**src/hdl/gb5_pkg.sv**
```systemverilog
// Shared types, constants and helper functions for the 5x5 Gaussian blur stream.
// Used by the channel interfaces and by every module of the block.
// No dependencies.
`timescale 1ns / 1ps
`default_nettype none

package gb5_pkg;

   // Geometry defaults and limits
   localparam int unsigned DEF_MAX_WIDTH      = 1024;
   localparam int unsigned FRAME_WIDTH_RESET  = 640;
   localparam int unsigned FRAME_HEIGHT_RESET = 480;
   localparam int unsigned MIN_SIZE           = 3;

   // Word field widths
   localparam int PIX_W     = 8;
   localparam int ROW_W     = 16;
   localparam int CFG_W     = 11;
   localparam int CSR_IDX_W = 8;
   localparam int CSR_DAT_W = 16;
   localparam int COL_SUM_W = 12;

   // Line store banks: row r lives in bank r mod 5
   localparam int NUM_BANKS = 5;
   localparam int BANK_W    = 3;

   // Result queue
   localparam int QUEUE_DEPTH = 4;
   localparam int QPTR_W      = $clog2(QUEUE_DEPTH);
   localparam int QCNT_W      = $clog2(QUEUE_DEPTH + 1);

   // Register indexes
   localparam logic [CSR_IDX_W-1:0] CSR_FRAME_WIDTH  = 8'd0;
   localparam logic [CSR_IDX_W-1:0] CSR_FRAME_HEIGHT = 8'd1;

   typedef enum logic {
      CMD_PIXEL = 1'b0,
      CMD_DRAIN = 1'b1
   } cmd_type;

   // Window update for one result
   typedef enum logic [2:0] {
      WOP_NONE,
      WOP_LOAD,
      WOP_SHIFT_NEW,
      WOP_SHIFT3,
      WOP_SHIFT1
   } win_op_type;

   typedef logic [BANK_W-1:0] bank_type;

   // Vertical border reflection for the row whose column is fetched
   typedef struct packed {
      logic top0;   // row is the first of the frame
      logic top1;   // row is the second
      logic bot1;   // row is the last
      logic bot2;   // row is the second to last
   } refl_type;

   // Control of the fetch stage, one per accepted word
   typedef struct packed {
      logic                          emit;
      logic                          last;
      win_op_type                    op;
      logic                          pre_en;
      logic                          pre_idx;
      logic [NUM_BANKS-1:0]          byp;
      logic [NUM_BANKS-1:0][BANK_W-1:0] bank;
      logic [PIX_W-1:0]              pixel;
   } fetch_ctl_type;

   typedef struct packed {
      logic [PIX_W-1:0] pixel;
      logic             last;
   } rsp_word_type;

   // b + step mod 5, step in 0..4
   function automatic bank_type bank_add(input bank_type b, input logic [2:0] step);
      logic [3:0] s;
      s = {1'b0, b} + {1'b0, step};
      if (s >= 4'(NUM_BANKS)) s = s - 4'(NUM_BANKS);
      return s[BANK_W-1:0];
   endfunction

   // Bank step (mod 5) of window entry k relative to the center row,
   // with mirrored rows folded back inside the frame.
   function automatic logic [2:0] entry_step(input logic [2:0] k, input refl_type r);
      logic [2:0] st;
      case (k)
         3'd0:    st = r.top0 ? 3'd2 : (r.top1 ? 3'd0 : 3'd3);
         3'd1:    st = r.top0 ? 3'd1 : 3'd4;
         3'd2:    st = 3'd0;
         3'd3:    st = r.bot1 ? 3'd4 : 3'd1;
         3'd4:    st = r.bot1 ? 3'd3 : (r.bot2 ? 3'd0 : 3'd2);
         default: st = 3'd0;
      endcase
      return st;
   endfunction

endpackage

`default_nettype wire

```
**src/hdl/gb5_window.sv**
```systemverilog
// Column sums, 5-column sliding window and horizontal filter stage.
// Depends on gb5_pkg (fetch_ctl_type, win_op_type).
`timescale 1ns / 1ps
`default_nettype none

module gb5_window import gb5_pkg::*; (
   input  wire logic             clock,
   input  wire logic             reset,
   input  wire fetch_ctl_type    ctl,
   input  wire logic [PIX_W-1:0] rd_data [NUM_BANKS],
   output logic                  push_valid,
   output rsp_word_type          push_word,
   output logic                  pend_emit
);

   logic [PIX_W-1:0]     tap_px [NUM_BANKS];
   logic [COL_SUM_W-1:0] col_sum;
   logic [COL_SUM_W-1:0] win_ff [NUM_BANKS];
   logic [COL_SUM_W-1:0] pre_ff [2];
   logic                 emit_ff;
   logic                 last_ff;
   logic [16:0]          h_sum;
   logic [8:0]           h_res;

   // pick each row of the column: bypassed pixel or the bank it lives in
   always_comb begin
      for (int k = 0; k < NUM_BANKS; k++) begin
         tap_px[k] = ctl.byp[k] ? ctl.pixel : rd_data[ctl.bank[k]];
      end
      col_sum = COL_SUM_W'(tap_px[0]) + (COL_SUM_W'(tap_px[1]) << 2)
              + (COL_SUM_W'(tap_px[2]) << 2) + (COL_SUM_W'(tap_px[2]) << 1)
              + (COL_SUM_W'(tap_px[3]) << 2) + COL_SUM_W'(tap_px[4]);
   end

   // window shift and row-start preload of columns 0 and 1
   always_ff @(posedge clock) begin
      if (reset) begin
         emit_ff <= 1'b0;
      end else begin
         emit_ff <= ctl.emit;
      end
      last_ff <= ctl.last;
      if (ctl.pre_en) begin
         pre_ff[ctl.pre_idx] <= col_sum;
      end
      case (ctl.op)
         WOP_LOAD: begin
            win_ff[0] <= col_sum;
            win_ff[1] <= pre_ff[1];
            win_ff[2] <= pre_ff[0];
            win_ff[3] <= pre_ff[1];
            win_ff[4] <= col_sum;
         end
         WOP_SHIFT_NEW, WOP_SHIFT3, WOP_SHIFT1: begin
            for (int i = 0; i < NUM_BANKS - 1; i++) begin
               win_ff[i] <= win_ff[i+1];
            end
            // right border mirrors columns already in the window
            if (ctl.op == WOP_SHIFT3) begin
               win_ff[4] <= win_ff[3];
            end else if (ctl.op == WOP_SHIFT1) begin
               win_ff[4] <= win_ff[1];
            end else begin
               win_ff[4] <= col_sum;
            end
         end
         default: ;
      endcase
   end

   // horizontal taps, rounding and clamp
   always_comb begin
      h_sum = 17'(win_ff[0]) + (17'(win_ff[1]) << 2)
            + (17'(win_ff[2]) << 2) + (17'(win_ff[2]) << 1)
            + (17'(win_ff[3]) << 2) + 17'(win_ff[4]) + 17'd128;
      h_res = h_sum[16:8];
      push_word.pixel = (h_res > 9'd255) ? 8'd255 : h_res[PIX_W-1:0];
      push_word.last  = last_ff;
      push_valid      = emit_ff;
      pend_emit       = emit_ff;
   end

endmodule

`default_nettype wire

```
**config.mk**
```make
export PLATFORM = sky130hd
export DESIGN_NAME = gb5_window
export DESIGN_NICKNAME = d
export VERILOG_FILES = /design/src/hdl/gb5_pkg.sv /design/src/hdl/gb5_window.sv
export SDC_FILE = /design/constraint.sdc
export NUM_CORES = 1
export LEC_CHECK = 0
export ABC_AREA = 0
export BUFFER_PORTS_ARGS = -buffer_cell sky130_fd_sc_hd__buf_2
export CELL_PAD_IN_SITES_DETAIL_PLACEMENT = 2
export CELL_PAD_IN_SITES_GLOBAL_PLACEMENT = 2
export CORE_MARGIN = 3
export CORE_UTILIZATION = 40
export DETAILED_ROUTE_END_ITERATION = 10
export GPL_TIMING_DRIVEN = 1
export PLACE_DENSITY = 0.81
export SLEW_MARGIN = 20
export SYNTH_ARGS = -nofsm -noshare
export SYNTH_HDL_FRONTEND = slang
export SYNTH_SLANG_ARGS = --single-unit
```
**constraint.sdc**
```tcl
create_clock -name clock -period 7.6 [get_ports clock]
set_clock_uncertainty 0.05 [all_clocks]
set_input_delay 1.14 -clock clock [delete_from_list [all_inputs] [get_ports clock]]
set_output_delay 1.14 -clock clock [all_outputs]
set_load 0.1 [all_outputs]
```
After elaboration in Yosys (flattened, before gate mapping)
Memory sizes are Yosys's and may differ from the RTL's.
Cells that the tools add are included.
{"block": "totals", "latchBits": 0, "output_inout_bits": 11, "mem_bits_rw": 84, "register_bits": 2, "memories": 2, "romBits": 0, "wordCells": 83}
{"block": "op_classes", "mux": 45, "add_sub_neg": 11, "order_cmp": 6, "shifts": 0, "div_mod_pow": 0, "n_eq_ne": 4, "n_mul": 0, "n_bitwise": 12, "n_reduce_logical": 1}
{"memory": "win_ff", "depth": 5, "word_bits": 12, "rd": 5, "rd_clocked_by_memory_dff": 0, "wr": 5, "line_no": "gb5_window.sv:18", "rtl": "logic [COL_SUM_W-1:0] win_ff [NUM_BANKS];"}
{"memory": "pre_ff", "depth": 2, "word_bits": 12, "rd": 2, "rd_clocked_by_memory_dff": 0, "wr": 1, "line_no": "gb5_window.sv:19", "rtl": "logic [COL_SUM_W-1:0] pre_ff [2];"}
{"cell": "8-bit two-way mux", "count": 16}
{"cell": "8-bit binary-select mux with 3-bit select", "count": 5}
{"cell": "12-bit two-way mux", "count": 7}
{"cell": "4-bit >= comparator (second input constant)", "count": 5}
{"cell": "3-bit NOT with 4-bit output", "count": 5}
{"cell": "16-bit by 13-bit adder with 17-bit output", "count": 1}
{"cell": "17-bit by 12-bit adder with 17-bit output", "count": 1}
{"cell": "17-bit by 14-bit adder with 17-bit output", "count": 1}
{"cell": "17-bit by 8-bit adder with 17-bit output (second input constant)", "count": 1}
{"cell": "1-bit two-way mux", "count": 17}
{"cell": "15-bit by 14-bit adder with 16-bit output", "count": 1}
{"cell": "12-bit by 14-bit adder with 15-bit output", "count": 1}
{"cell": "11-bit by 10-bit adder with 12-bit output", "count": 1}
{"cell": "12-bit by 10-bit adder with 12-bit output", "count": 1}
{"cell": "12-bit by 8-bit adder with 12-bit output", "count": 1}
{"cell": "12-bit by 9-bit adder with 12-bit output", "count": 1}
{"cell": "8-bit by 10-bit adder with 11-bit output", "count": 1}
{"cell": "9-bit by 8-bit > comparator with 1-bit output (second input constant)", "count": 1}
{"cell": "1-bit OR", "count": 7}
{"cell": "3-bit by 2-bit == test with 1-bit output (second input constant)", "count": 2}
{"cell": "3-bit by 1-bit == test with 1-bit output (second input constant)", "count": 1}
{"cell": "3-bit == test (second input constant)", "count": 1}
{"cell": "3-bit OR reduction", "count": 1}

Depth between registers and ports, before layout
Gate-level depths: netlist of the first run.
{"block": "depth", "depth_word": 13, "mapped_depth": 17, "ltp_nobuf": 17}

Worst setup path before layout of the first run
No wires, ideal clock.
{"block": "synth_timing", "path_kind": "reg-to-output", "start": "memory win_ff[2][5]", "end": "output push_word[6] (netlist name)", "path_buffers": 0, "path_stages_with_launch": 14, "slack_ns": 0.900, "required_time_ns": 6.410, "arrival_ns": 5.510, "path_cell_list": "edfxtp_1 -> fa_1 -> inv_1 -> fa_1 -> fa_1 -> inv_1 -> fa_1 -> ha_1 -> o21a_1 -> nand4_1 -> o21ai_2 -> a21o_1 -> a211oi_1 -> o21ai_0"}
{"item": "from (decl)", "line_no": "gb5_window.sv:18"}
{"item": "to (decl)", "line_no": "gb5_window.sv:12", "rtl": "output rsp_word_type push_word,"}

==> results of run 1 <==
-- worst min-delay path, stage by stage (launching register included) --
cell and delay, ns:
edfxtp_1 0.33, nand2_1 0.05, nand2_1 0.05
-- metal layers --
metal,track usage,up-vias,part of all wire
li1,-,2726,-
met1,0.2975,3188,0.40
met2,0.4354,209,0.53
met3,0.03880,40,0.051
met4,0.08184,0,0.022
met5,0,-,0
-- cells by family (layout without fill, tap and decap cells) --
kind of cell / after synthesis / count (layout) / synth area share
multiplexers: 40 / 40 / 0.1139
AND/OR/NAND/NOR: 121 / 121 / 0.06486
AO/OA/AOI/OAI: 182 / 182 / 0.1528
buffers and inverters: 165 / 242 / 0.08004
XOR/XNOR: 14 / 14 / 0.01550
flip-flops: 86 / 86 / 0.3239
adder cells (fa/ha/maj): 113 / 113 / 0.2490
-- path summary, 6_finish.rpt --
path	to	startpoint	slack [ns]
worst max-delay path	win_ff[4][9]	ctl[16]	1.32
worst min-delay path	win_ff[2][10]	pre_ff[0][10]	0.47
worst max register to register	win_ff[4][3]	win_ff[1][3]	6.33
worst min register to register	win_ff[2][10]	pre_ff[0][10]	0.47
-- cell usage in the layout (no fill, tap or decap), types with 7 or more instances in the layout --
| cell type | count |
|---|---|
| nand2_1 | 88 |
| a221oi_1 | 43 |
| a22oi_1 | 15 |
| o22ai_1 | 7 |
| clkbuf_16 | 9 |
| ha_1 | 39 |
| mux4_2 | 40 |
| o21ai_0 | 40 |
| xnor2_1 | 7 |
| edfxtp_1 | 84 |
| a21oi_1 | 51 |
| buf_2 | 87 |
| inv_1 | 128 |
| fa_1 | 74 |
-- stage by stage --
stage | util | setup WS (ns)
CTS | 0.4675 | 1.300
detailed placement | 0.4511 | 1.001
global route | 0.4679 | 0.9105
finish | 0.4679 | 1.318
global placement | 0.4511 | 1.245
floorplan | - | 0.8998
-- final cells by class --
cell class | count | area share
Sequential cell | 86 | 0.2870
Multi-Input combinational cell | 470 | 0.5317
Tap cell | 260 | 0.03644
Timing Repair Buffer | 93 | 0.05382
Clock inverter | 7 | 0.009811
Clock buffer | 9 | 0.02523
Inverter | 133 | 0.05592
-- flip-flops by register name (all words and copies together) (netlist names) --
register and flops:
win_ff 60, last_ff 1, pend_emit 1, pre_ff 24
==> results.yml, run 1 <==
outcome:
  run_status: "finished, final reports clean"
layout:
  area_growth_pct: 12.86
  stdcell_area_mm2: 0.008927
  final-seq-area_mm2: 0.002562
  stdcell_count: 1058
  multiInputGateArea_mm2: 0.004747
  diodes: 0
  final_nets: 983
  drive_gt1_frac: 0.1967
  fill_cells: 1982
place:
  portBuffers: 87
  dp_hpwl_um: 20010
  dpl_cell_area_mm2: 0.008607
  dpl.cell_count: 1042
  gp_congestion: 0.8837
synthesis:
  syn_nets: 911
  synthTopCellsByCount: "inv_1 (128), nand2_1 (88), edfxtp_1 (84)"
  syn_area_mm2: 0.007910
  seq_area_frac_synth: 0.3239
  synth_top_area_frac: 0.3189
  synth_most_common_cell: "inv_1"
  synth-seq-cells: 86
  synth_edf_count: 84
  netlist_instances: 721
  synth_ff_type: "edfxtp_1"
  synth.area.top_cells: "edfxtp_1 (32%), fa_1 (19%), mux4_2 (11%)"
  yosys.area.top_type: "edfxtp_1"
  ys_types: 45
  syn_area_per_cell_um2: 10.97
  yosysWarnings: 0
  async_flop_share: 0
worst_setup_path:
  crit_required_ns: 7.64
  path_cells: "buf_2 -> clkinv_1 -> nor3_1 -> a221oi_1 -> a21oi_1 -> fa_1 -> fa_1 -> fa_1 -> ha_1 -> inv_1 -> fa_1 -> nor2b_1 -> o21ai_0 -> o221ai_1 -> xor2_1 -> a221oi_1 -> o22ai_1"
  worstPathArrival_ns: 6.32
  path_common_cell: "fa_1"
  critPathMaxFanout: 9
  cp.buffers_inverters: 3
  max_stage_delay_ns: 0.77
  worstSetupPathType: "input pin to flip-flop"
  cp_top_family: "adder cells"
  crit_cells: 17
  cpMaxStageDelayCell: "nor3_1"
  worstRegToRegCells: 3
  crit_path_end_kind: "flip-flop"
  startpoint_type: "input pin"
clock_network:
  clk_latency_ns: 0.36
  cts_resized: 0
  clk_path_buf_depth: 2
  numCtsBuffers: 9
  cts.sinks: 86
  clock-root-buffer: "clkbuf_16"
  holdBufCountCts: 0
  cts_setup_buffers: 0
  clk_pin_slew_worst_paths_ns: 0.07
  cts_tree: "done"
  htreeDepth: 3
floorplan:
  initial_core_util: 0.4146
  die_w_um: 146.6
  io_pins: 88
  dieHeight_um: 146.6
  num_rows: 50
  core_area_mm2: 0.01908
  dieArea_mm2: 0.02150
sta:
  worstMarginPinSlew_ns: 0.9784
  hold_viol: 0
  timing.slew.headroom: 0.3427
  finalSetupViolCount: 0
  hold_ws_ns: 0.4737
  rsz0062_at_grt: "false"
  finalCriticalPeriod_ns: 6.282
  fin_tns_setup_ns: 0
  fin_crit_sh: 0.8266
  drv_slew: 0
  fmaxAchievable_mhz: 159.2
routing:
  via_count: 6163
  via_per_inst: 5.825
  wire_per_inst_um: 24.19
  drc: 0
  firstDrtPassIters: 5
  drtIter0Drc: 289
  wl_um: 25590
  drtAntennaViolNets: 0
run:
  max-cap-violations: 0
global_routing:
  grt_pass1_vias: 7205
  grt_max_degree: 49
  gr-total-overflow: 0
  grt_first_pass_wirelength_um: 40670
  antenna_found_initial: 0
  track_usage: 0.2428
min_path:
  worst_hold_path_type: "flip-flop to flip-flop"
  hold_depth: 2
Power of run 1 is not shown: default switching activity piles up to over one toggle a cycle in this logic, so the estimate is an artifact.
==> run 2: changes to the inputs <==
CORE_UTILIZATION = 36   (was 40)
PLACE_DENSITY = 0.77   (was 0.81)
clock period = 5.34 ns   (was 7.6 ns; I/O delays follow)
==> run 2 against run 1 <==
Compared with the run above:
- the run now ends with setup timing left
- die area is 11% higher
- sequential cell count stayed put
- critical path type is now flip-flop to output port
- wire length is 8.1% higher
- non-clock buffer count is 72 higher
- register-to-register slack worse by 2.5 ns
- hold slack worse by 0.0052 ns
==> results.yml, run 2 (synthesis gave the netlist of run 1 again) <==
worst_setup_path:
  worstPathArrival_ns: 4.60
  critPathMaxFanout: 4
  crit_required_ns: 4.49
  critPathCapture: "push_word[6]"
  crit_path_end_kind: "output port"
  worstRegToRegCells: 4
  crit_path_start: "win_ff[1][5]"
  timing.rr.start: "win_ff[1][5]"
  startpoint_type: "flip-flop"
  worstSetupPathType: "flip-flop to output port"
  r2r-end: "win_ff[4][5]"
  r2r_setup_slack_ns: 3.87
global_routing:
  track_usage: 0.2234
  antenna_found_initial: 0
  grt_max_degree: 42
  grt_first_pass_wirelength_um: 41900
  grt_pass1_vias: 7480
  gr-total-overflow: 0
sta:
  rsz0062_at_grt: "true"
  hold_viol: 0
  finalSetupViolCount: 8
  fmaxAchievable_mhz: 183.3
  fin_tns_setup_ns: -0.7508
  drv_slew: 0
  finalCriticalPeriod_ns: 5.454
  fin_ws_ns: -0.1142
  fin_crit_sh: 1.021
  worstMarginPinSlew_ns: 1.017
  timing.slew.headroom: 0.3202
outcome:
  violations: "setup timing"
  run_status: "finished with violations"
floorplan:
  core_area_mm2: 0.02129
  dieHeight_um: 154.2
  io_pins: 88
  die_w_um: 154.2
  dieArea_mm2: 0.02379
  initial_core_util: 0.3716
  num_rows: 53
min_path:
  hold_depth: 2
  worst_hold_path_type: "flip-flop to flip-flop"
clock_network:
  numCtsBuffers: 9
  clock-root-buffer: "clkbuf_16"
  cts_tree: "done"
  htreeDepth: 3
  cts.sinks: 86
  clk_path_buf_depth: 2
  clk_pin_slew_worst_paths_ns: 0.07
  clk_latency_ns: 0.35
layout:
  mostFrequentLayoutCells: "inv_1 (114), edfxtp_1 (84), nand2_1 (83)"
  area_growth_pct: 26.80
  drive_gt1_frac: 0.3414
  largest_reg_flops: 60
  stdcell_area_mm2: 0.01003
  final_nets: 1055
  stdcell_count: 1145
  diodes: 0
  top_regs: "win_ff x60, pre_ff x24"
  top_register: "win_ff"
  final_common_cell: "inv_1"
  post-route-util: 0.4712
routing:
  drc: 0
  drtAntennaViolNets: 0
  wire_per_inst_um: 24.16
  via_per_inst: 5.728
  drtIter0Drc: 344
  firstDrtPassIters: 5
  via_count: 6558
  wl_um: 27660
place:
  dp_hpwl_um: 20680
  dpl.cell_count: 1108
  gp_congestion: 0.9232
  portBuffers: 87
  dpl_cell_area_mm2: 0.009017
run:
  max-cap-violations: 0
[run 2: changes by cell type in the layout (fill, tap and decap cells not counted), moves of 5 or more]
cell,change
a221oi_1,-16
ha_1,-9
ha_4,+7
buf_2,-11
a221oi_2,+15
inv_1,-14
nor3_1,-5
inv_2,+14
buf_4,+69
nand2_1,-5
a21oi_1,-6
buf_12,+8
o21ai_0,-5
[run 2: routing by layer]
layer / vias to the layer above / track usage / routed length (um)
li1: 2868 / - / -
met1: 3401 / 0.2643 / 10630
met2: 246 / 0.4245 / 15280
met3: 43 / 0.02434 / 1135
met4: 0 / 0.06644 / 613
met5: - / 0 / 0
[run 2: layout make-up]
cell class | count | area (um2)
fillers | 2115 | 11260
multi-input cells | 470 | 5141
flip-flops and latches | 86 | 2562
repair buffers | 165 | 1160
inverters | 133 | 499.2
well taps | 275 | 344.1
clock buffers | 9 | 225.2
clock inverters | 7 | 97.59
[run 2: worst min-delay path by stage]
stage	start	end	slack, ns
floorplan	pre_ff[0][10]	win_ff[2][10]	0.43
global placement	pre_ff[0][10]	win_ff[2][10]	0.45
detailed placement	pre_ff[0][11]	win_ff[2][11]	0.45
CTS	pre_ff[0][11]	win_ff[2][11]	0.47
global route	ctl[33]	last_ff	0.49
finish	pre_ff[0][11]	win_ff[2][11]	0.47
[run 2: repair_timing]
action | 4_1_cts | 5_1_grt
hold buffers | 0 | 0
gates resized for setup | 59 | 59
buffers inserted | 7 | 16
setup endpoints to repair | 12 | 21
pin swaps | 18 | 20
[run 2: stage by stage]
step	setup slack [ns]	hold WS (ns)
global placement	-0.2904	0.4488
detailed placement	-0.5023	0.4523
finish	-0.1142	0.4686
floorplan	-0.2652	0.4336
global route	-0.2434	0.4907
CTS	-0.05784	0.4714
[run 2: critical path, cell delays in order, from the launching register on]
cell	delay, ns
edfxtp_1	0.42
fa_1	0.59
inv_2	0.06
fa_1	0.49
fa_1	0.49
inv_1	0.05
fa_1	0.48
ha_4	0.28
o21a_1	0.15
nand4_1	0.16
o21ai_4	0.21
o31a_1	0.30
a31oi_4	0.13
buf_6	0.16
o21ai_4	0.07
buf_12	0.20
Power of run 2 is left out for the same reason.
==> run 3: changes to the inputs <==
CELL_PAD_IN_SITES_DETAIL_PLACEMENT = 1   (was 2)
CELL_PAD_IN_SITES_GLOBAL_PLACEMENT = 1   (was 2)
CORE_UTILIZATION = 52   (was 36)
PLACE_DENSITY = 0.87   (was 0.77)
clock period = 7 ns   (was 5.34 ns; I/O delays follow)
==> run 3 against run 2 <==
Compared with the run above:
- via count down 4.8%
- the flow now finishes without violations
- sequential cell count did not move
- critical endpoint unchanged
- register-to-register slack improved by 1.8 ns
- core utilization rose by 13 points
- highest routed layer unchanged
- critical path type unchanged
==> results.yml, run 3 (synthesis gave the netlist of run 1 again) <==
outcome:
  run_status: "finished, final reports clean"
layout:
  final_nets: 987
  diodes: 0
  mostFrequentLayoutCells: "inv_1 (128), nand2_1 (88), buf_2 (87)"
  area_growth_pct: 11.75
  fill_cells: 1591
  final-seq-area_mm2: 0.002562
  final_common_cell: "inv_1"
  top_register: "win_ff"
  drive_gt1_frac: 0.1983
  top_regs: "win_ff x60, pre_ff x24"
  largest_reg_flops: 60
  multiInputGateArea_mm2: 0.004737
global_routing:
  grt_max_degree: 62
  track_usage: 0.2868
  grt_first_pass_wirelength_um: 36680
  gr-total-overflow: 0
  grt_pass1_vias: 6949
  antenna_found_initial: 0
floorplan:
  initial_core_util: 0.5381
  dieHeight_um: 129.3
  die_w_um: 129.3
  io_pins: 88
  dieArea_mm2: 0.01673
  core_area_mm2: 0.01470
  num_rows: 44
worst_setup_path:
  crit_path_end_kind: "output port"
  worstSetupPathType: "flip-flop to output port"
  timing.rr.start: "win_ff[1][5]"
  startpoint_type: "flip-flop"
  worstPathArrival_ns: 5.11
  crit_required_ns: 5.90
  crit_path_start: "win_ff[4][5]"
  critPathMaxFanout: 6
sta:
  finalSetupViolCount: 0
  fin_crit_sh: 0.8876
  finalCriticalPeriod_ns: 6.213
  rsz0062_at_grt: "false"
  fmaxAchievable_mhz: 160.9
  timing.slew.headroom: 0.2982
  drv_slew: 0
  worstMarginPinSlew_ns: 1.053
  hold_viol: 0
  fin_tns_setup_ns: 0
clock_network:
  cts_resized: 0
  cts_tree: "done"
  cts_setup_buffers: 0
  cts.sinks: 86
  clk_pin_slew_worst_paths_ns: 0.07
  clk_latency_ns: 0.36
  clock-root-buffer: "clkbuf_16"
  holdBufCountCts: 0
  numCtsBuffers: 9
  htreeDepth: 3
  clk_path_buf_depth: 2
routing:
  drtAntennaViolNets: 0
  wl_um: 22880
  drtIter0Drc: 607
  via_count: 6242
  drc: 0
  via_per_inst: 6.331
  firstDrtPassIters: 4
  wire_per_inst_um: 23.20
min_path:
  worstHoldStart: "pre_ff[0][11]"
  worst_hold_path_type: "flip-flop to flip-flop"
run:
  max-cap-violations: 0
place:
  gp_congestion: 0.9320
  portBuffers: 87
  dp_hpwl_um: 18030
==> run 3: path summary, 6_finish.rpt <==
path / end / slack, ns / depth (start not counted)
worst max register to register: win_ff[4][5] / 5.68 / 2
worst max-delay path: push_word[6] / 0.79 / 16
worst min-delay path: win_ff[2][11] / 0.47 / 2
worst min register to register: win_ff[2][11] / 0.47 / 2
==> run 3: metal layers <==
| metal | part of all wire | vias up | wire (um) | track usage |
|---|---|---|---|---|
| met2 | 0.53 | 297 | 12060 | 0.5073 |
| met3 | 0.068 | 41 | 1550 | 0.04204 |
| li1 | - | 2735 | - | - |
| met4 | 0.020 | 0 | 450 | 0.08400 |
| met1 | 0.39 | 3169 | 8816 | 0.3681 |
| met5 | 0 | - | 0 | 0 |
==> run 3: stage by stage <==
stage                       util  worst slack, ns  cell area [um2]  std cells  hold slack, ns
after floorplan                -           0.3898             7910        721          0.4336
after global placement    0.5810           0.9281             8539        970          0.4402
after detailed placement  0.5810           0.6545             8539        970          0.4623
after CTS                 0.6014           0.7598             8840        986          0.4754
after global routing      0.6014           0.5772             8840        986          0.5046
final                     0.6014           0.7867             8840        986          0.4721
==> run 3: worst max-delay path, stage by stage (launching register included) <==
cell	delay (ns)
edfxtp_1	0.35
inv_1	0.08
fa_1	0.54
inv_1	0.05
fa_1	0.53
inv_1	0.06
fa_1	0.53
inv_1	0.04
ha_1	0.30
ha_1	0.29
and3_1	0.16
a211oi_2	0.40
o21ai_2	0.20
o31a_1	0.40
a31oi_4	0.34
o21ai_0	0.15
buf_2	0.32
==> run 3: layout make-up <==
class                           instances  area share
Timing Repair Buffer                   97     0.05775
Tap cell                              184     0.02604
Multi-Input combinational cell        470      0.5359
Clock inverter                          6    0.008068
Sequential cell                        86      0.2899
Inverter                              133     0.05648
Clock buffer                           10     0.02590
Power of run 3 is left out for the same reason.
