**src/hdl/gb5_pkg.sv**
```systemverilog
// Shared types, constants and helper functions for the 5x5 Gaussian blur stream.
// Used by the channel interfaces and by every module of the block.
// No dependencies.
`timescale 1ns / 1ps
`default_nettype none

package gb5_pkg;

   // Geometry defaults and limits
   localparam int unsigned DEF_MAX_WIDTH      = 1024;
   localparam int unsigned FRAME_WIDTH_RESET  = 640;
   localparam int unsigned FRAME_HEIGHT_RESET = 480;
   localparam int unsigned MIN_SIZE           = 3;

   // Word field widths
   localparam int PIX_W     = 8;
   localparam int ROW_W     = 16;
   localparam int CFG_W     = 11;
   localparam int CSR_IDX_W = 8;
   localparam int CSR_DAT_W = 16;
   localparam int COL_SUM_W = 12;

   // Line store banks: row r lives in bank r mod 5
   localparam int NUM_BANKS = 5;
   localparam int BANK_W    = 3;

   // Result queue
   localparam int QUEUE_DEPTH = 4;
   localparam int QPTR_W      = $clog2(QUEUE_DEPTH);
   localparam int QCNT_W      = $clog2(QUEUE_DEPTH + 1);

   // Register indexes
   localparam logic [CSR_IDX_W-1:0] CSR_FRAME_WIDTH  = 8'd0;
   localparam logic [CSR_IDX_W-1:0] CSR_FRAME_HEIGHT = 8'd1;

   typedef enum logic {
      CMD_PIXEL = 1'b0,
      CMD_DRAIN = 1'b1
   } cmd_type;

   // Window update for one result
   typedef enum logic [2:0] {
      WOP_NONE,
      WOP_LOAD,
      WOP_SHIFT_NEW,
      WOP_SHIFT3,
      WOP_SHIFT1
   } win_op_type;

   typedef logic [BANK_W-1:0] bank_type;

   // Vertical border reflection for the row whose column is fetched
   typedef struct packed {
      logic top0;   // row is the first of the frame
      logic top1;   // row is the second
      logic bot1;   // row is the last
      logic bot2;   // row is the second to last
   } refl_type;

   // Control of the fetch stage, one per accepted word
   typedef struct packed {
      logic                          emit;
      logic                          last;
      win_op_type                    op;
      logic                          pre_en;
      logic                          pre_idx;
      logic [NUM_BANKS-1:0]          byp;
      logic [NUM_BANKS-1:0][BANK_W-1:0] bank;
      logic [PIX_W-1:0]              pixel;
   } fetch_ctl_type;

   typedef struct packed {
      logic [PIX_W-1:0] pixel;
      logic             last;
   } rsp_word_type;

   // b + step mod 5, step in 0..4
   function automatic bank_type bank_add(input bank_type b, input logic [2:0] step);
      logic [3:0] s;
      s = {1'b0, b} + {1'b0, step};
      if (s >= 4'(NUM_BANKS)) s = s - 4'(NUM_BANKS);
      return s[BANK_W-1:0];
   endfunction

   // Bank step (mod 5) of window entry k relative to the center row,
   // with mirrored rows folded back inside the frame.
   function automatic logic [2:0] entry_step(input logic [2:0] k, input refl_type r);
      logic [2:0] st;
      case (k)
         3'd0:    st = r.top0 ? 3'd2 : (r.top1 ? 3'd0 : 3'd3);
         3'd1:    st = r.top0 ? 3'd1 : 3'd4;
         3'd2:    st = 3'd0;
         3'd3:    st = r.bot1 ? 3'd4 : 3'd1;
         3'd4:    st = r.bot1 ? 3'd3 : (r.bot2 ? 3'd0 : 3'd2);
         default: st = 3'd0;
      endcase
      return st;
   endfunction

endpackage

`default_nettype wire

```
**src/hdl/gb5_stream_if.sv**
```systemverilog
// Valid/ready channel interfaces of the blur block: pixel requests,
// blurred results and register writes. Depends on gb5_pkg.
`timescale 1ns / 1ps
`default_nettype none


interface gb5_rsp_if import gb5_pkg::*; ();
   logic             valid;
   logic             ready;
   logic [PIX_W-1:0] pixel_out;
   logic             frame_last;
   modport source (output valid, pixel_out, frame_last, input ready);
   modport sink   (input valid, pixel_out, frame_last, output ready);
endinterface


`default_nettype wire

```
**src/hdl/gb5_rsp_queue.sv**
```systemverilog
// Small result queue that decouples the filter from a stalling receiver.
// Depends on gb5_pkg and gb5_rsp_if.
`timescale 1ns / 1ps
`default_nettype none

module gb5_rsp_queue import gb5_pkg::*; (
   input  wire logic          clock,
   input  wire logic          reset,
   input  wire logic          push_valid,
   input  wire rsp_word_type  push_word,
   output logic [QCNT_W-1:0]  count,
   gb5_rsp_if.source          rsp_ch
);

   rsp_word_type        data_ff [QUEUE_DEPTH];
   logic [QPTR_W-1:0]   wr_ptr_ff, rd_ptr_ff;
   logic [QCNT_W-1:0]   count_ff;
   logic                pop;

   assign pop              = rsp_ch.valid && rsp_ch.ready;
   assign rsp_ch.valid     = (count_ff != '0);
   assign rsp_ch.pixel_out = data_ff[rd_ptr_ff].pixel;
   assign rsp_ch.frame_last = data_ff[rd_ptr_ff].last;
   assign count            = count_ff;

   // pointers and fill level; the credit check upstream keeps it from overflow
   always_ff @(posedge clock) begin
      if (reset) begin
         wr_ptr_ff <= '0;
         rd_ptr_ff <= '0;
         count_ff  <= '0;
      end else begin
         if (push_valid) wr_ptr_ff <= wr_ptr_ff + 1'b1;
         if (pop)        rd_ptr_ff <= rd_ptr_ff + 1'b1;
         count_ff <= count_ff + QCNT_W'(push_valid) - QCNT_W'(pop);
      end
      if (push_valid) begin
         data_ff[wr_ptr_ff] <= push_word;
      end
   end

endmodule

`default_nettype wire

```
**src/flat_wrapper.sv**
```systemverilog
// flat-port wrapper written by rule: the top's interface ports become plain ports
module gb5_rsp_queue_flat import gb5_pkg::*;
  (clock, reset, push_valid, push_word, count, rsp_ch_valid, rsp_ch_pixel_out, rsp_ch_frame_last, rsp_ch_ready);
  gb5_rsp_if rsp_ch_i ();
  input  wire logic clock;
  input  wire logic reset;
  input  wire logic push_valid;
  input  wire rsp_word_type push_word;
  output logic [QCNT_W-1:0] count;
  output wire logic [$bits(rsp_ch_i.valid)-1:0] rsp_ch_valid;
  output wire logic [$bits(rsp_ch_i.pixel_out)-1:0] rsp_ch_pixel_out;
  output wire logic [$bits(rsp_ch_i.frame_last)-1:0] rsp_ch_frame_last;
  input wire logic [$bits(rsp_ch_i.ready)-1:0] rsp_ch_ready;
  assign rsp_ch_valid = rsp_ch_i.valid;
  assign rsp_ch_pixel_out = rsp_ch_i.pixel_out;
  assign rsp_ch_frame_last = rsp_ch_i.frame_last;
  assign rsp_ch_i.ready = rsp_ch_ready;
  gb5_rsp_queue u_core (.clock(clock), .reset(reset), .push_valid(push_valid), .push_word(push_word), .count(count), .rsp_ch(rsp_ch_i));
endmodule
```
**config.mk**
```make
export PLATFORM = sky130hd
export DESIGN_NAME = gb5_rsp_queue_flat
export DESIGN_NICKNAME = d
export VERILOG_FILES = /design/src/hdl/gb5_pkg.sv /design/src/hdl/gb5_stream_if.sv /design/src/hdl/gb5_rsp_queue.sv /design/src/flat_wrapper.sv
export SDC_FILE = /design/constraint.sdc
export NUM_CORES = 1
export LEC_CHECK = 0
export BUFFER_PORTS_ARGS = -buffer_cell sky130_fd_sc_hd__buf_2
export CAP_MARGIN = 20
export CORE_AREA = 2 2 51 72
export DETAILED_ROUTE_END_ITERATION = 8
export DIE_AREA = 0 0 53 74
export HOLD_SLACK_MARGIN = 0.05
export PLACE_DENSITY = 0.88
export SKIP_CTS_REPAIR_TIMING = 1
export SYNTH_ARGS = -nofsm -noshare
export SYNTH_HDL_FRONTEND = slang
export SYNTH_SLANG_ARGS = --single-unit
export TNS_END_PERCENT = 1
```
**constraint.sdc**
```tcl
create_clock -name clock -period 2.9 [get_ports clock]
set_input_delay 0.145 -clock clock [delete_from_list [all_inputs] [get_ports clock]]
set_output_delay 0.145 -clock clock [all_outputs]
set_load 0.01 [all_outputs]
```
### After elaboration in Yosys (flattened, before gate mapping)

Memory sizes are Yosys's and may differ from the RTL's. A register that Yosys moved wholly into a read port is not among the register bits.
Cells that the tools add are included.

| word-level totals | value |
|---|---|
| bits in writable memories | 36 |
| memories | 1 |
| output and inout port bits | 13 |
| input port bits | 13 |
| register bits | 7 |

Memories:

| name | depth | bits a word | rd ports | clocked after Yosys merged registers in | wr ports | line | text |
|---|---|---|---|---|---|---|---|
| u_core.data_ff | 4 | 9 | 1 | 1 | 1 | gb5_rsp_queue.sv:15 | `rsp_word_type data_ff [QUEUE_DEPTH];` |

| cells by class | value |
|---|---|
| muxes and demuxes | 4 |
| reduce and logical (&&, ||, !) cells | 2 |
| $add $sub $neg | 4 |

Operator list:

| operator | count |
|---|---|
| 2-bit by 1-bit adder with 2-bit output (second input constant) | 2 |
| 2-bit 2-to-1 mux | 2 |
| 3-bit by 1-bit adder with 3-bit output | 1 |
| 3-bit nonzero test | 1 |
| 3-bit by 1-bit subtractor with 3-bit output | 1 |
| 1-bit 2-to-1 mux | 2 |
| 1-bit logical AND | 1 |

### Depth between registers and ports, before layout

Gate-level depths: netlist of the first run.

| depth | value |
|---|---|
| word-level depth | 4 |
| depth in mapped cells | 7 |

### Least setup slack after synthesis of the first run

Ideal clock, no wire load.

| timing path | value |
|---|---|
| path type | reg-to-reg |
| from | register u_core.count_ff[1] (netlist: u_core.count[1]) |
| to | register u_core.count_ff[2] (netlist: u_core.count[2]) |
| data required time | 2.774 ns |
| slack | 1.020 ns |
| buffers on the path | 0 |
| stages on the path, launching flop included | 8 |
| arrival time | 1.754 ns |
| setup time | 0.126 ns |
| path through | dfxtp_1 o31a_1 ha_1 inv_1 ha_1 fa_1 xor3_1 nor2_1 |

| on the way | value |
|---|---|
| word-level cells in the longest chain between the ends | 3 |
| elaborated cells on any way between the ends | 4 |
| those cells by class | add/sub: 2; reduce/logical: 2 |

RTL lines:

| what | line | text |
|---|---|---|
| from (decl) | gb5_rsp_queue.sv:17 | `logic [QCNT_W-1:0] count_ff;` |
| from (signal assigned) | gb5_rsp_queue.sv:35 | `count_ff <= count_ff + QCNT_W'(push_valid) - QCNT_W'(pop);` |
| 3-bit nonzero test | gb5_rsp_queue.sv:21 | `assign rsp_ch.valid = (count_ff != '0);` |
| 1-bit logical AND | gb5_rsp_queue.sv:20 | `assign pop = rsp_ch.valid && rsp_ch.ready;` |
| net u_core.pop | gb5_rsp_queue.sv:18 | `logic pop;` |
| 3-bit by 1-bit subtractor with 3-bit output | gb5_rsp_queue.sv:35 |  |

The timed path passes the listed nets, and every way through them passes these cells.
A chain may end at the register's enable or synchronous reset.

### Worst setup path after layout of the first run

Same ends and word-level chain as after synthesis.

==> results of run 1 <==
## layer usage
layer	part of all wire [%]	vias up	global-route usage (%)	wire length, µm
met3	4.3	8	4.42	119
met2	54	26	28.7	1480
li1	-	404	-	-
met5	0	-	0	0
met1	39	428	17.8	1080
met4	2.7	0	9.40	74
## final cells by class
type,count,area share (%)
Sequential cell,45,62.1
Clock inverter,2,1.73
Multi-Input combinational cell,38,23.0
Timing Repair Buffer,25,6.17
Clock buffer,5,3.39
Inverter,6,1.11
Tap cell,40,2.47
## worst max-delay path, delay by kind of cell (launching register included)
kind                       cells  cell delay [ps]
AOI/OAI and AO/OA              1              350
xor gates and xnor gates       1              200
adders and majority gates      3              830
buffers and inverters          1               40
DFF                            1              350
and+or+nand+nor                1               40
## through the flow
stage / cell area [µm²] / hold slack (ps) / setup WS [ps] / utilization (%) / cells
after floorplan: 1760 / 244 / 1020 / - / 92
after global placement: 1930 / 357 / 1040 / 58.6 / 154
after detailed placement: 1930 / 366 / 986 / 58.6 / 154
after CTS: 2030 / 59.0 / 960 / 61.8 / 161
after global routing: 2030 / 61.2 / 893 / 61.8 / 161
final: 2030 / 62.2 / 984 / 61.8 / 161
## power by group
group / switching, mW / internal (mW)
clock: 0.198 / 0.250
combinational: 0.144 / 0.199
sequential: 0.0651 / 0.756
total: 0.407 / 1.21
## placed cells by master (no fill, tap or decap)
cell,count
or3_1,1
dfxtp_1,9
edfxtp_1,36
mux2_2,1
nor2b_1,4
mux4_2,9
nor2_1,5
o31a_1,1
bufinv_16,1
and2_1,4
mux2i_1,1
xnor2_1,1
clkbuf_8,5
fa_1,1
ha_1,6
inv_1,6
xor3_1,1
o311ai_0,1
mux2_1,2
buf_2,25
clkinv_2,1
## sequential cells by signal, indices dropped and copies added (netlist names), named ones only
name / count
u_core.rd_ptr_ff: 2
u_core.count: 3
u_core.wr_ptr_ff: 2
u_core.data_ff: 36
## cells by family (layout without fill, tap and decap cells)
| family | Yosys count | in the layout | share of synthesized area (%) |
|---|---|---|---|
| flops | 45 | 45 | 71.5 |
| simple gates | 14 | 14 | 4.26 |
| mux | 13 | 13 | 14.0 |
| buf+inv | 9 | 38 | 1.99 |
| fa+ha+maj | 7 | 7 | 5.39 |
| compound gates | 2 | 2 | 0.994 |
| xor+xnor | 2 | 2 | 1.85 |
## how the worst max path moves through the flow
stage | start | end
6_report | u_core.count[1] | u_core.count[2]
5_1_grt | flop | rsp_ch_pixel_out[1]
4_1_cts | flop | rsp_ch_pixel_out[3]
3_5_place_dp | u_core.count[1] | u_core.count[2]
3_3_place_gp | u_core.count[1] | u_core.count[2]
2_1_floorplan | u_core.count[1] | u_core.count[2]
==> impl_metrics.toml, run 1 <==
[place]
place.port_buffers = 25
gp_congestion = 0.662
hpwl_mm = 1.97

[timing]
fin_crit_sh_pct = 66.1
tightest_slew_ps = 587
drv_slew = 0
fin_crit_ps = 1920
slew_headroom_pct = 60.8
finalSetupTns_ps = 0
clock_skew_ps = 5.48
fmaxAchievable_ghz = 0.522
final_hold_viol_count = 0
setup_viol = 0
rsz0062_at_grt = "false"

[synthesis]
syn-cell-area_um2 = 1760
synth_top_cell_by_area = "edfxtp_1"
synth_top_area_share_pct = 61.3
yosys.cell_types.count = 19
avgSynthCellArea_um2 = 19.2
ys_ff_latch = 45
synthCells = 92
ys_seq_area_share_pct = 71.5
ys_async_sr_fraction_pct = 0
synthesis.nets = 112
synth_top_flop_cell = "edfxtp_1"
synth-edff-count = 36
synth.most_common_cell = "edfxtp_1"
yosys_warnings = 0
ys_top_cells_by_count = "edfxtp_1, dfxtp_1, mux4_2"
synthTopCellsByArea = "edfxtp_1, mux4_2, dfxtp_1"

[critical_path]
cp.arrival_ps = 2110
cp-end-kind = "flop"
startpoint_type = "flop"
cp_max_fo = 6
regToRegEndpoint = "u_core.count[2]"
critical_path.most_common_cell = "ha_1"
crit_type = "reg2reg"
cp_data_required_time_ps = 3090
regToRegSetupSlack_ps = 980
crit_slowest_cell = "fa_1"
max_stage_delay_ps = 370
ff2ff_path_depth = 7
r2r-start = "u_core.count[1]"
crit_chain = "o31a_1 -> ha_1 -> inv_1 -> ha_1 -> fa_1 -> xor3_1 -> nor2_1"

[hold_path]
worst_hold_path_type = "in2reg"
min_to = "u_core.data_ff[3][5]"
min_path_cells = 1
hp-start = "push_word[5]"

[layout]
syn_to_final_growth_pct = 15.1
final_layout_size_suffix_gt1_share_pct = 34.7
seq_area_um2 = 1260
final_nets = 141
multiInputGateArea_um2 = 467
n_antenna_cell = 0
nFillCells = 252

[global_route]
antenna_found_initial = 0
grt_pass1_wl_mm = 4.34
grt_pass1_vias = 918
grt_use_total_pct = 16.5
grt_start_max_net_pins = 14
overflow = 0

[routing]
dr.pass1.iters = 4
drc = 0
drtAntennaViolNets = 0
drt_wl_total_mm = 2.75
vias = 866
wl_per_cell_um = 17.1
drt-initial-drc-count = 37
vias_per_cell = 5.38

[die]
io_pins = 26
die-area_um2 = 3920
num_rows = 25
die_h_um = 74
core_area_um2 = 3280
start_util_pct = 53.7
die_w_um = 53

[pwr]
p_leak_nw = 0.753
irDropWorstVdd_v = 0.000599
p_total_mw = 1.61
p_per_area_nw_per_um2 = 795

[clock_tree]
numCtsBuffers = 5
cts.sinks = 45
clk_pin_slew_ps = 80
cts-root-buf = "clkbuf_8"
htree_levels = 2
cts_buffer_depth = 2
cts_tree = "built"
clock_latency_ps = 300

[run]
drv_cap = 0

[status]
outcome = "finished clean"
Note: power is estimated with default switching activity, not from simulation.
==> run 2, diff against run 1 <==
==> constraint.sdc (replaced) <==
create_clock -name clock -period 1.9 [get_ports clock]
set_input_delay 0.095 -clock clock [delete_from_list [all_inputs] [get_ports clock]]
set_output_delay 0.095 -clock clock [all_outputs]
set_load 0.01 [all_outputs]
==> run 2 against run 1 <==
- clock skew down 4.4 ps
- hold slack better by 36 ps
- global-route usage up 0.21 points
- register-to-register slack worse by 940 ps
- sequential power up 47%
- fmax up 3.1%
- utilization up 4.2 points
- total power up 56%
- via count up 6.8%
- die area unchanged
- clock power up 36%
- largest cell class unchanged
- largest power group unchanged
- highest routed layer unchanged
==> impl_metrics.toml, run 2 (synthesis gave the netlist of run 1 again) <==
[die]
core_area_um2 = 3280
die_w_um = 53
start_util_pct = 53.7
die_h_um = 74
num_rows = 25
die-area_um2 = 3920
io_pins = 26

[layout]
syn_to_final_growth_pct = 22.9
layout_common_cells = "edfxtp_1, buf_2, mux4_2, dlygate4sd3_1, dfxtp_1"
n_antenna_cell = 0
nFillCells = 228
largest_register = "u_core.data_ff"
largest_reg_flops = 36
final_cells = 176
final_common_cell = "edfxtp_1"
final_nets = 155
final_layout_size_suffix_gt1_share_pct = 37.5

[routing]
drt-initial-drc-count = 20
drc = 0
dr.pass1.iters = 4
vias_per_cell = 5.26
vias = 925
wl_per_cell_um = 16.4
drtAntennaViolNets = 0
drt_wl_total_mm = 2.89

[global_route]
overflow = 0
grt_use_total_pct = 16.7
antenna_found_initial = 0
grt_pass1_vias = 951
grt_pass1_wl_mm = 4.43
grt_start_max_net_pins = 14

[timing]
fmaxAchievable_ghz = 0.538
tightest_slew_ps = 477
rsz0062_at_grt = "true"
clock_skew_ps = 1.11
final_hold_viol_count = 0
slew_headroom_pct = 68.2
fin_crit_sh_pct = 97.9
fin_crit_ps = 1860
hold_ws_ps = 98.6
drv_slew = 0
setup_viol = 0

[critical_path]
critical_path.most_common_cell = "ha_1"
crit_slowest_cell = "fa_2"
crit_family = "adder cells"
cp_data_required_time_ps = 2140
r2r-start = "u_core.count[0]"
cp_max_fo = 3
regToRegEndpoint = "u_core.count[1]"
ff2ff_path_depth = 6
cp.arrival_ps = 2090
regToRegSetupSlack_ps = 40
max_stage_delay_ps = 530
cp-end-kind = "flop"
startpoint_type = "flop"
crit_type = "reg2reg"
path_buf_inv = 1
crit_chain = "o31a_1 -> ha_1 -> inv_1 -> ha_1 -> fa_2 -> nor2b_4"

[place]
place.port_buffers = 25
hpwl_mm = 2.05
dp_cells = 157
gp_congestion = 0.662

[hold_path]
min_path_cells = 2
hp-start = "reset"
min_to = "u_core.count[1]"
worst_hold_path_type = "in2reg"

[pwr]
p_per_area_nw_per_um2 = 1160
p_leak_nw = 0.820
irDropWorstVdd_v = 0.00111

[clock_tree]
cts_tree = "built"
numCtsBuffers = 5
cts-root-buf = "clkbuf_8"
clock_latency_ps = 290
cts.sinks = 45
htree_levels = 2
clk_pin_slew_ps = 70
cts_buffer_depth = 2

[run]
drv_cap = 0

[status]
outcome = "finished clean"
## run 2: area by class of cell
class / instances / area, µm² / share of cell area [%]
tap: 40 / 50.0 / 2.31
clock inverter: 1 / 5.00 / 0.231
sequential: 45 / 1260 / 58.3
timing repair buffer: 39 / 253 / 11.7
multi-input combinational: 38 / 477 / 22.0
inverter: 6 / 22.5 / 1.04
clock buffer: 7 / 96.3 / 4.45
## run 2: through the flow
step	utilization (%)	power [mW]	setup TNS, ps	area [µm²]	setup slack [ps]
5_1_grt	65.9	2.65	-22.6	2170	-14.1
6_report	65.9	2.52	0	2170	40.6
3_5_place_dp	59.3	1.87	0	1950	17.9
3_3_place_gp	59.3	1.81	0	1950	111
4_1_cts	62.4	2.48	0	2050	4.71
2_1_floorplan	-	1.63	0	1760	19.8
## run 2: how the worst max path moves through the flow
stage                    start         endpoint  slack (ps)  cells past startpoint
2_1_floorplan  u_core.count[1]  u_core.count[2]          20                      7
3_3_place_gp   u_core.count[0]  u_core.count[2]         110                      7
3_5_place_dp   u_core.count[0]  u_core.count[2]          20                      7
4_1_cts        u_core.count[0]  u_core.count[2]           5                      7
5_1_grt        u_core.count[0]  u_core.count[2]         -10                      7
6_report       u_core.count[0]  u_core.count[1]          40                      6
## run 2: power breakdown
part	total (mW)	leakage [nW]	internal, mW	switching [mW]
Combinational	0.696	0.361	0.394	0.302
Sequential	1.21	0.405	1.16	0.0567
Clock	0.611	0.0542	0.328	0.283
Total	2.52	0.820	1.88	0.642
## run 2: worst reg2reg max path, cell delays in order (launching register included)
cell and delay, ps:
dfxtp_2 330, o31a_1 310, ha_1 280, inv_1 40, ha_1 190, fa_2 530
nor2b_4 130
## run 2: per-layer routing
metal / vias up / global-route usage [%] / part of all wire [%]
met5: - / 0 / 0
li1: 431 / - / -
met1: 465 / 17.7 / 38
met2: 24 / 29.3 / 56
met4: 0 / 7.69 / 1.9
met3: 5 / 5.82 / 3.7
==> run 3, diff against run 2 <==
--- a/config.mk
+++ b/config.mk
@@ -7,11 +7,11 @@
 export LEC_CHECK = 0
 export BUFFER_PORTS_ARGS = -buffer_cell sky130_fd_sc_hd__buf_2
 export CAP_MARGIN = 20
-export CORE_AREA = 2 2 51 72
+export CORE_AREA = 2 2 60 84
 export DETAILED_ROUTE_END_ITERATION = 8
-export DIE_AREA = 0 0 53 74
+export DIE_AREA = 0 0 62 86
 export HOLD_SLACK_MARGIN = 0.05
-export PLACE_DENSITY = 0.88
+export PLACE_DENSITY = 0.7
 export SKIP_CTS_REPAIR_TIMING = 1
 export SYNTH_ARGS = -nofsm -noshare
 export SYNTH_HDL_FRONTEND = slang
==> run 3 against run 2 <==
- fmax shrank 0.34%
- final cell count rose by 12%
- register-to-register slack hardly changed
- via count decreased by 2.3%
- sequential share of layout area is 1.5 points lower
- utilization down 17 points
- critical path depth stayed put
- global-route usage decreased by 4.4 points
- hold slack worse by 19 ps
- non-clock buffer count down 1
- die area is 36% higher
- first-iteration DRC count up 85%
- largest power group unchanged
==> impl_metrics.toml, run 3 (synthesis gave the netlist of run 1 again) <==
[die]
die_h_um = 86
die_w_um = 62
io_pins = 26
num_rows = 29
start_util_pct = 38.9
core_area_um2 = 4540
die-area_um2 = 5330

[critical_path]
cp_data_required_time_ps = 2130
startpoint_type = "flop"
regToRegSetupSlack_ps = 30
path_buf_inv = 1
crit_slowest_cell = "fa_2"
cp-end-kind = "flop"
r2r-start = "u_core.count[0]"
crit_type = "reg2reg"
cp-startpoint = "u_core.count[0]"
max_stage_delay_ps = 510
cp_max_fo = 2
crit_family = "adder cells"
crit_chain = "o31a_1 -> ha_1 -> inv_2 -> ha_4 -> fa_2 -> nor2b_1"
cp.arrival_ps = 2100

[place]
place_ws_ps = -5.94
gp_congestion = 0.687
hpwl_mm = 2.06
place.port_buffers = 25

[pwr]
irDropWorstVdd_v = 0.000643
power.internal_mw = 2.06
p_sw_uw = 682
p_per_area_nw_per_um2 = 1230
comb_power_share_pct = 25.4
switching_share_pct = 24.9
p_leak_nw = 0.824
seqPwrFrac_pct = 44.2
clkPwrFrac_pct = 30.4

[layout]
nFillCells = 385
post-route-util_pct = 49.1
n_antenna_cell = 0
seq_area_um2 = 1260
final_layout_size_suffix_gt1_share_pct = 37.8
final_nets = 154
largest_reg_flops = 36
largest_register = "u_core.data_ff"
multiInputGateArea_um2 = 482
syn_to_final_growth_pct = 26.3
layout_common_cells = "edfxtp_1, buf_2, mux4_2, dlygate4sd3_1, dfxtp_1"
final_common_cell = "edfxtp_1"

[global_route]
antenna_found_initial = 0
grt_use_total_pct = 12.3
grt_pass1_vias = 966
overflow = 0
grt_pass1_wl_mm = 4.60
grt_start_max_net_pins = 15

[timing]
slew_headroom_pct = 67.1
rsz0062_at_grt = "true"
tightest_slew_ps = 494
drv_slew = 0
fmaxAchievable_ghz = 0.536
setup_ws_ps = 34.4
fin_crit_sh_pct = 98.2
final_hold_viol_count = 0
clock_skew_ps = 5.64
fin_crit_ps = 1870
setup_viol = 0

[clock_tree]
cts_tree = "built"
clk_pin_slew_ps = 80
cts_buffer_depth = 2
cts.sinks = 45
clock_latency_ps = 290
cts-root-buf = "clkbuf_8"
htree_levels = 2
numCtsBuffers = 5

[routing]
wl_met1_mm = 1.19
highest_layer = "met4"
vias = 904
route.met3.wl_um = 124
drt-initial-drc-count = 37
vias_per_cell = 4.59
dr_wl_met2_mm = 1.58
drt_wl_total_mm = 2.96
drc = 0
dr.pass1.iters = 4
wl_per_cell_um = 15.0
drtAntennaViolNets = 0

[hold_path]
worst_hold_path_type = "in2reg"
hp-start = "reset"

[run]
drv_cap = 0

[status]
outcome = "finished clean"
[run 3: final timing paths]
kind / cells past startpoint / endpoint
hold / removal: 2 / u_core.count[2]
setup reg to reg: 6 / u_core.count[1]
hold reg to reg: 2 / u_core.wr_ptr_ff[1]
setup / recovery: 6 / u_core.count[1]
[run 3: per-layer routing]
metal	global-route usage (%)	up-vias
met3	3.62	6
met2	20.7	27
li1	-	432
met1	13.5	439
met5	0	-
met4	5.80	0
[run 3: through the flow]
step	hold slack, ps	area (µm²)	TNS [ps]	total power, mW	cells
3_5_place_dp	316	1980	-5.94	1.88	179
5_1_grt	96.4	2230	-84.4	2.90	197
2_1_floorplan	194	1760	0	1.63	92
4_1_cts	7.66	2110	-18.3	2.71	187
3_3_place_gp	304	1980	0	1.81	179
6_report	79.8	2230	0	2.74	197
[run 3: layout make-up]
type	instances	area share [%]
Clock inverter	3	2.92
Clock buffer	5	3.09
Inverter	6	1.01
Sequential cell	45	56.8
Multi-Input combinational cell	38	21.6
Timing Repair Buffer	38	11.0
Tap cell	62	3.49
[run 3: power groups by stage]
stage	Sequential (mW)	Combinational, mW	Clock [mW]
finish	1.21	0.696	0.835
global route	1.23	0.774	0.899
detailed placement	1.24	0.639	0
floorplan	1.23	0.404	0
CTS	1.21	0.643	0.850
global placement	1.22	0.585	0
